--- src/rtl/fogr_pkg.sv ---
// ----------------------------------------------------------------------------
// fogr_pkg
// Shared types and codes of the FIFO-ordered resource grant unit.
// ----------------------------------------------------------------------------
`default_nettype none

package fogr_pkg;

  localparam int FuncBits = 3;
  localparam int IdFieldBits = 16;
  localparam int RankBits = 4;
  localparam int UseBits = 32;

  localparam logic [FuncBits-1:0] FN_JOIN       = 3'd0;
  localparam logic [FuncBits-1:0] FN_RANK       = 3'd1;
  localparam logic [FuncBits-1:0] FN_GRANT      = 3'd2;
  localparam logic [FuncBits-1:0] FN_JOIN_GRANT = 3'd3;
  localparam logic [FuncBits-1:0] FN_RELEASE    = 3'd4;

  typedef struct packed {
    logic [FuncBits-1:0]    func;
    logic [IdFieldBits-1:0] requester_id;
  } in_word_t;

  typedef struct packed {
    logic                granted;
    logic                found;
    logic [RankBits-1:0] rank;
    logic                busy_res;
    logic                queue_full_drop;
    logic [UseBits-1:0]  use_total;
  } out_word_t;

  typedef enum logic [1:0] {
    ST_IDLE,
    ST_READ,
    ST_CMP,
    ST_APPLY
  } state_t;

endpackage

`default_nettype wire

--- src/rtl/fogr_ram.sv ---
// ----------------------------------------------------------------------------
// fogr_ram
// Generic single-write, single-read RAM with a registered read port.
// ----------------------------------------------------------------------------
`default_nettype none

module fogr_ram #(
  parameter int WIDTH = 16,
  parameter int DEPTH = 16
) (
  input  wire logic                     clk,
  input  wire logic                     we,
  input  wire logic [$clog2(DEPTH)-1:0] waddr,
  input  wire logic [WIDTH-1:0]         wdata,
  input  wire logic [$clog2(DEPTH)-1:0] raddr,
  output logic      [WIDTH-1:0]         rdata
);

  logic [WIDTH-1:0] mem_r [DEPTH];
  logic [WIDTH-1:0] rdata_r;

  always_ff @(posedge clk) begin
    if (we) begin
      mem_r[waddr] <= wdata;
    end
    rdata_r <= mem_r[raddr];
  end

  assign rdata = rdata_r;

endmodule

`default_nettype wire

--- src/rtl/fifo_ordered_resource_grant_unit.sv ---
// ----------------------------------------------------------------------------
// fifo_ordered_resource_grant_unit
// Grants one shared resource to requesters strictly in the order they joined.
// ----------------------------------------------------------------------------
// Usage:
//   Command channel: drive in_word and raise start; the word is taken at an
//   edge where start is high and busy is low. Functions are join, rank query,
//   grant, join-then-grant and release.
//   Result channel: out_valid is high for exactly one cycle with out_word.
//   The receiver cannot stall; every command yields exactly one result word.
//   Config channel: cfg_data bit 0 closes the resource (grants refused).
//   cfg_ready is high while busy is low, so writes land between commands.
// Queue scan:
//   The wait queue is a circular buffer in one RAM. Each command scans the
//   queue from the head, one entry at a time (read, then compare), stopping
//   on a match or at the last entry; an empty queue is not scanned. The
//   command then passes through the apply state. busy drops in the cycle
//   the result is shown, so the next command can be taken at the edge that
//   ends it.
// Reset:
//   rst_n low clears the queue fill, head, holder, use count and the closed
//   flag. Queue RAM contents need no clearing.
// ----------------------------------------------------------------------------
`default_nettype none

module fifo_ordered_resource_grant_unit #(
  parameter int QUEUE_DEPTH = 16,
  parameter int ID_BITS     = 16
) (
  input  wire logic                clk,
  input  wire logic                rst_n,
  input  wire logic                start,
  output logic                     busy,
  input  wire fogr_pkg::in_word_t  in_word,
  output logic                     out_valid,
  output fogr_pkg::out_word_t      out_word,
  input  wire logic                cfg_valid,
  output logic                     cfg_ready,
  input  wire logic                cfg_data
);

  localparam int AW = $clog2(QUEUE_DEPTH);
  localparam int CW = $clog2(QUEUE_DEPTH + 1);
  localparam int SW = CW + 1;
  localparam int RB = fogr_pkg::RankBits;

  fogr_pkg::state_t state_r, state_nxt;

  logic [fogr_pkg::FuncBits-1:0] func_r, func_nxt;
  logic [ID_BITS-1:0]            id_r, id_nxt;
  logic [CW-1:0]                 idx_r, idx_nxt;
  logic                          found_r, found_nxt;
  logic [AW-1:0]                 pos_r, pos_nxt;
  logic [AW-1:0]                 head_r, head_nxt;
  logic [CW-1:0]                 count_r, count_nxt;
  logic                          holder_valid_r, holder_valid_nxt;
  logic [ID_BITS-1:0]            holder_id_r, holder_id_nxt;
  logic [fogr_pkg::UseBits-1:0]  use_r, use_nxt;
  logic                          closed_r, closed_nxt;
  logic                          out_valid_r, out_valid_nxt;
  fogr_pkg::out_word_t           out_r, out_nxt;

  logic [ID_BITS+fogr_pkg::IdFieldBits-1:0] id_ext;
  logic [ID_BITS-1:0]                       id_in;
  logic                                     accept;

  logic               ram_we;
  logic [AW-1:0]      ram_waddr;
  logic [AW-1:0]      ram_raddr;
  logic [ID_BITS-1:0] ram_rdata;

  logic          is_join, try_grant, joined, dropped, head_is_id, grant_ok, rel_ok;
  logic          found_o;
  logic [CW-1:0] count_j;
  logic [AW-1:0] pos_o;
  logic [AW+RB-1:0] pos_ext;
  logic [SW-1:0] head_inc;

  // Physical address of queue slot i, counted from the head.
  function automatic logic [AW-1:0] slot_addr(input logic [AW-1:0] head,
                                              input logic [CW-1:0] i);
    logic [SW-1:0] sum;
    sum = SW'(head) + SW'(i);
    if (sum >= SW'(QUEUE_DEPTH)) begin
      sum = sum - SW'(QUEUE_DEPTH);
    end
    return sum[AW-1:0];
  endfunction

  assign id_ext    = {{ID_BITS{1'b0}}, in_word.requester_id};
  assign id_in     = id_ext[ID_BITS-1:0];
  assign busy      = (state_r != fogr_pkg::ST_IDLE);
  assign accept    = start && !busy;
  assign cfg_ready = !busy;
  assign out_valid = out_valid_r;
  assign out_word  = out_r;

  fogr_ram #(
    .WIDTH(ID_BITS),
    .DEPTH(QUEUE_DEPTH)
  ) u_queue_ram (
    .clk  (clk),
    .we   (ram_we),
    .waddr(ram_waddr),
    .wdata(id_r),
    .raddr(ram_raddr),
    .rdata(ram_rdata)
  );

  assign ram_raddr = slot_addr(head_r, idx_r);
  assign ram_waddr = slot_addr(head_r, count_r);

  // Next state
  always_comb begin
    state_nxt = state_r;
    unique case (state_r)
      fogr_pkg::ST_IDLE: begin
        if (accept) begin
          state_nxt = (count_r == '0) ? fogr_pkg::ST_APPLY : fogr_pkg::ST_READ;
        end
      end
      fogr_pkg::ST_READ: begin
        state_nxt = fogr_pkg::ST_CMP;
      end
      fogr_pkg::ST_CMP: begin
        if (ram_rdata == id_r || idx_r == count_r - CW'(1)) begin
          state_nxt = fogr_pkg::ST_APPLY;
        end else begin
          state_nxt = fogr_pkg::ST_READ;
        end
      end
      fogr_pkg::ST_APPLY: begin
        state_nxt = fogr_pkg::ST_IDLE;
      end
      default: state_nxt = fogr_pkg::ST_IDLE;
    endcase
  end

  // Operation decode for the apply step
  always_comb begin
    is_join    = (func_r == fogr_pkg::FN_JOIN) || (func_r == fogr_pkg::FN_JOIN_GRANT);
    try_grant  = (func_r == fogr_pkg::FN_GRANT) || (func_r == fogr_pkg::FN_JOIN_GRANT);
    joined     = is_join && !found_r && (count_r != CW'(QUEUE_DEPTH));
    dropped    = is_join && !found_r && (count_r == CW'(QUEUE_DEPTH));
    count_j    = joined ? count_r + CW'(1) : count_r;
    head_is_id = (found_r && pos_r == '0) || (joined && count_r == '0);
    grant_ok   = try_grant && !closed_r && !holder_valid_r && head_is_id;
    rel_ok     = (func_r == fogr_pkg::FN_RELEASE) && holder_valid_r && (holder_id_r == id_r);
    // A granted requester leaves the queue; IDs are unique, so it is gone.
    found_o    = !grant_ok && (found_r || joined);
    pos_o      = found_r ? pos_r : count_r[AW-1:0];
    pos_ext    = {{RB{1'b0}}, pos_o};
    head_inc   = SW'(head_r) + SW'(1);
    if (head_inc == SW'(QUEUE_DEPTH)) begin
      head_inc = '0;
    end
  end

  // Datapath and outputs
  always_comb begin
    func_nxt         = func_r;
    id_nxt           = id_r;
    idx_nxt          = idx_r;
    found_nxt        = found_r;
    pos_nxt          = pos_r;
    head_nxt         = head_r;
    count_nxt        = count_r;
    holder_valid_nxt = holder_valid_r;
    holder_id_nxt    = holder_id_r;
    use_nxt          = use_r;
    closed_nxt       = closed_r;
    out_valid_nxt    = 1'b0;
    out_nxt          = out_r;
    ram_we           = 1'b0;

    if (cfg_valid && cfg_ready) begin
      closed_nxt = cfg_data;
    end

    unique case (state_r)
      fogr_pkg::ST_IDLE: begin
        if (accept) begin
          func_nxt  = in_word.func;
          id_nxt    = id_in;
          idx_nxt   = '0;
          found_nxt = 1'b0;
          pos_nxt   = '0;
        end
      end
      fogr_pkg::ST_READ: begin
      end
      fogr_pkg::ST_CMP: begin
        if (ram_rdata == id_r) begin
          found_nxt = 1'b1;
          pos_nxt   = idx_r[AW-1:0];
        end else begin
          idx_nxt = idx_r + CW'(1);
        end
      end
      fogr_pkg::ST_APPLY: begin
        ram_we = joined;
        if (grant_ok) begin
          head_nxt         = head_inc[AW-1:0];
          count_nxt        = count_j - CW'(1);
          holder_valid_nxt = 1'b1;
          holder_id_nxt    = id_r;
        end else begin
          count_nxt = count_j;
        end
        if (rel_ok) begin
          holder_valid_nxt = 1'b0;
          holder_id_nxt    = '0;
          use_nxt          = use_r + fogr_pkg::UseBits'(1);
        end
        out_valid_nxt           = 1'b1;
        out_nxt.granted         = grant_ok;
        out_nxt.found           = found_o;
        out_nxt.rank            = found_o ? pos_ext[RB-1:0] : '0;
        out_nxt.busy_res        = holder_valid_nxt;
        out_nxt.queue_full_drop = dropped;
        out_nxt.use_total       = use_nxt;
      end
      default: begin
      end
    endcase
  end

  always_ff @(posedge clk) begin
    if (!rst_n) begin
      state_r        <= fogr_pkg::ST_IDLE;
      head_r         <= '0;
      count_r        <= '0;
      holder_valid_r <= 1'b0;
      holder_id_r    <= '0;
      use_r          <= '0;
      closed_r       <= 1'b0;
      out_valid_r    <= 1'b0;
    end else begin
      state_r        <= state_nxt;
      head_r         <= head_nxt;
      count_r        <= count_nxt;
      holder_valid_r <= holder_valid_nxt;
      holder_id_r    <= holder_id_nxt;
      use_r          <= use_nxt;
      closed_r       <= closed_nxt;
      out_valid_r    <= out_valid_nxt;
    end
  end

  always_ff @(posedge clk) begin
    func_r  <= func_nxt;
    id_r    <= id_nxt;
    idx_r   <= idx_nxt;
    found_r <= found_nxt;
    pos_r   <= pos_nxt;
    out_r   <= out_nxt;
  end

endmodule

`default_nettype wire

--- config.mk ---
export PLATFORM = sky130hd
export DESIGN_NAME = fifo_ordered_resource_grant_unit
export DESIGN_NICKNAME = d
export VERILOG_FILES = /design/src/rtl/fogr_pkg.sv /design/src/rtl/fogr_ram.sv /design/src/rtl/fifo_ordered_resource_grant_unit.sv
export SDC_FILE = /design/constraint.sdc
export NUM_CORES = 1
export LEC_CHECK = 0
export ABC_AREA = 0
export BUFFER_PORTS_ARGS = -buffer_cell sky130_fd_sc_hd__buf_4
export CAP_MARGIN = 40
export CORE_ASPECT_RATIO = 0.8
export CORE_MARGIN = 2
export CORE_UTILIZATION = 36
export CTS_CLUSTER_DIAMETER = 30
export DETAILED_ROUTE_END_ITERATION = 16
export GPL_ROUTABILITY_DRIVEN = 1
export SLEW_MARGIN = 40
export SYNTH_ARGS = -nofsm -noshare
export SYNTH_HDL_FRONTEND = slang
export SYNTH_SLANG_ARGS = --single-unit
--- constraint.sdc ---
create_clock -name clk -period 4.1 [get_ports clk]
set_clock_uncertainty 0.05 [all_clocks]
set_input_delay 0.82 -clock clk [delete_from_list [all_inputs] [get_ports clk]]
set_output_delay 0.82 -clock clk [all_outputs]
set_load 0.01 [all_outputs]
==> impl_metrics.ini <==
[grt]
grt_overflow_total = 0
antenna_found_initial = 0
grt_first_pass_wirelength_um = 57100
grtUsageTotal_pct = 15.7
first_global_vias = 9630
grt_start_max_net_pins = 52

[synth]
yosysTopAreaCellShare_pct = 58.7
synth_most_common_cell = edfxtp_1
ys_seq_elements = 403
ys_async_sr_fraction_pct = 0
netlist_instances = 1089
syn-num-nets = 1127
synth_top_flop_cell = edfxtp_1
syn_avg_cell_area_um2 = 15.3
synth_cell_types = 57
synth_seq_area_share_pct = 68.1
ys_top_cells_by_area = edfxtp_1 (59%), dfxtp_1 (9.4%), mux4_2 (8.7%), xor2_1 (2.7%), xnor2_1 (2.2%)
synth_edf_count = 325
netlist_top_cells_count = edfxtp_1 (325), dfxtp_1 (78), a21oi_1 (66)
synth_area_leader_cell = edfxtp_1
yosysWarningCount = 0
syn_area_mm2 = 0.0166

[power_and_ir_drop]
power_mw = 11.5
ir_drop_mv = 0.403
p_leak_nw = 6.93
pwr_density_cell_mw_per_mm2 = 567

[sta]
min_period_ns = 3.24
setup_viol = 0
finalSetupTns_ns = 0
tightest_slew_ns = 0.813
fin_ws_ns = 0.862
clock.fmax_mhz = 309
hold_ws_ns = 0.357
fin_crit_sh_pct = 79.0
finalHoldViolations = 0
slew_viol_final = 0
rsz0062_at_grt = no
max_slew_margin_pct = 45.4

[placement]
hpwl_um = 22800
pre_cts_slack_ns = 0.903
portBuffers = 66
gp_congestion = 0.779
dpl_cell_area_mm2 = 0.0181
placed_cells = 1757

[detailed_routing]
wl_per_cell_um = 19.8
drt-pass1-iter-count = 5
drc_errors = 0
drtAntennaViolNets = 0
routed_wl_um = 37200
viasPerCell = 5.17
drt_iter0_markers = 875
vias = 9709

[cts]
clkTransAtPathRegs_ns = 0.05
clock-root-buffer = clkbuf_16
clk_latency_ns = 0.59
cts_made_buffers = 66
clk_path_buf_depth = 3
htree_levels = 3
cts_setup_buffers = 0
clock_sink_count = 403
postCtsHoldBufs = 0
cts_tree = done
cts_resized = 0

[die]
die-width_um = 244
num_io_pins = 67
die_y_um = 196
dieArea_mm2 = 0.0479
row_count = 70
initial_core_util_pct = 36.4
coreArea_mm2 = 0.0456

[critical_path]
critPathRequiredTime_ns = 4.47
critPathKind = reg2reg
cp.arrival_ns = 3.61
worstPathMaxFanout = 15
endpoint_kind = register
startpoint_type = register

[worst_hold_path]
hp-class = in2reg

[final_layout]
utilization_pct = 44.6
diodes = 0
nNetsFinal = 1251
layout-area-overhead-vs-synth_pct = 22.4
drive_gt1_share_pct = 24.3
fin_area_mm2 = 0.0203
fin_cells = 1879

[run]
max_cap_viol_count = 0

[status]
run_status = finished clean
[layer usage]
| layer | vias up | global-route usage (%) | part of all wire, % |
|---|---|---|---|
| li1 | 4455 | - | - |
| met1 | 4907 | 23.6 | 49 |
| met2 | 283 | 22.5 | 43 |
| met3 | 64 | 3.63 | 6.3 |
| met4 | 0 | 4.72 | 2.0 |
| met5 | - | 0 | 0 |
[worst max-delay path: stages (launching register included)]
cell and delay (ns):
edfxtp_1 0.49, ha_4 0.18, inv_1 0.05, fa_2 0.82, buf_4 0.25, mux4_2 0.31
nor2b_1 0.14, a211oi_1 0.68, a21oi_1 0.09
[worst paths after layout]
kind / start / cells past startpoint / to / slack (ns)
setup / recovery: idx_r[0]$_SDFFCE_PN0P_ / 8 / u_queue_ram.rdata[2]$_DFF_P_ / 0.86
hold / removal: in_word[0] / 1 / id_r[0]$_DFFE_PP_ / 0.36
setup reg to reg: idx_r[0]$_SDFFCE_PN0P_ / 8 / u_queue_ram.rdata[2]$_DFF_P_ / 0.86
hold reg to reg: closed_r$_SDFFE_PN0P_ / 2 / closed_r$_SDFFE_PN0P_ / 0.41
[cell families (layout without fill, tap and decap cells)]
| logic type | after synthesis | after routing | share of synthesized area (%) |
|---|---|---|---|
| buffers and inverters | 68 | 246 | 1.82 |
| adder cells (fa/ha/maj) | 14 | 14 | 1.14 |
| AND/OR/NAND/NOR | 281 | 281 | 9.03 |
| multiplexers | 90 | 90 | 10.2 |
| XOR/XNOR | 94 | 94 | 4.95 |
| flip-flops | 403 | 403 | 68.1 |
| AO/OA/AOI/OAI | 139 | 139 | 4.73 |
[layout make-up]
| type | instances | area (um2) |
|---|---|---|
| fillers | 3969 | 25300 |
| multi-input cells | 618 | 5070 |
| flip-flops and latches | 403 | 11300 |
| clock inverters | 46 | 573 |
| well taps | 612 | 766 |
| repair buffers | 109 | 856 |
| clock buffers | 76 | 1710 |
| inverters | 15 | 56.3 |
[where the power goes]
part	total, mW	internal, mW	switching [mW]
clock network	5.59	3.57	2.03
logic	1.14	0.533	0.608
registers	4.80	4.60	0.195
total	11.5	8.70	2.83
[sequential cells by signal, summed over array words and instances (netlist names)]
name and count:
out_valid 1, holder_valid_r 1, state_r 2, head_r 4, u_queue_ram.mem_r 256, holder_id_r 16
closed_r 1, func_r 3, out_word 40, idx_r 5, found_r 1, u_queue_ram.rdata 16
pos_r 4, count_r 5, use_r 32, id_r 16
[cells in the final DEF, fill, tap and decap left out, drive strengths merged, types with 2 or more instances in the layout]
master and n:
xnor2 42, inv 22, and3 12, buf 109, nand2 56, a21oi 66, a21o 2, o21ai 39
clkinv 24, a31o 2, xor2 52, nor2b 21, bufinv 8, dfxtp 78, edfxtp 325, a211oi 16
ha 12, mux4 64, clkbuf 76, nand3b 2, or3 18, nor4 11, and2 10, o31ai 6
nor2 65, nand3 27, mux2i 26, fa 2, or2 3, and4 3, nand2b 4, or4 7
nand4bb 2, nand4 23, clkinvlp 7, nor3 14, nor4b 2
Note: power is estimated with default switching activity, not from simulation.
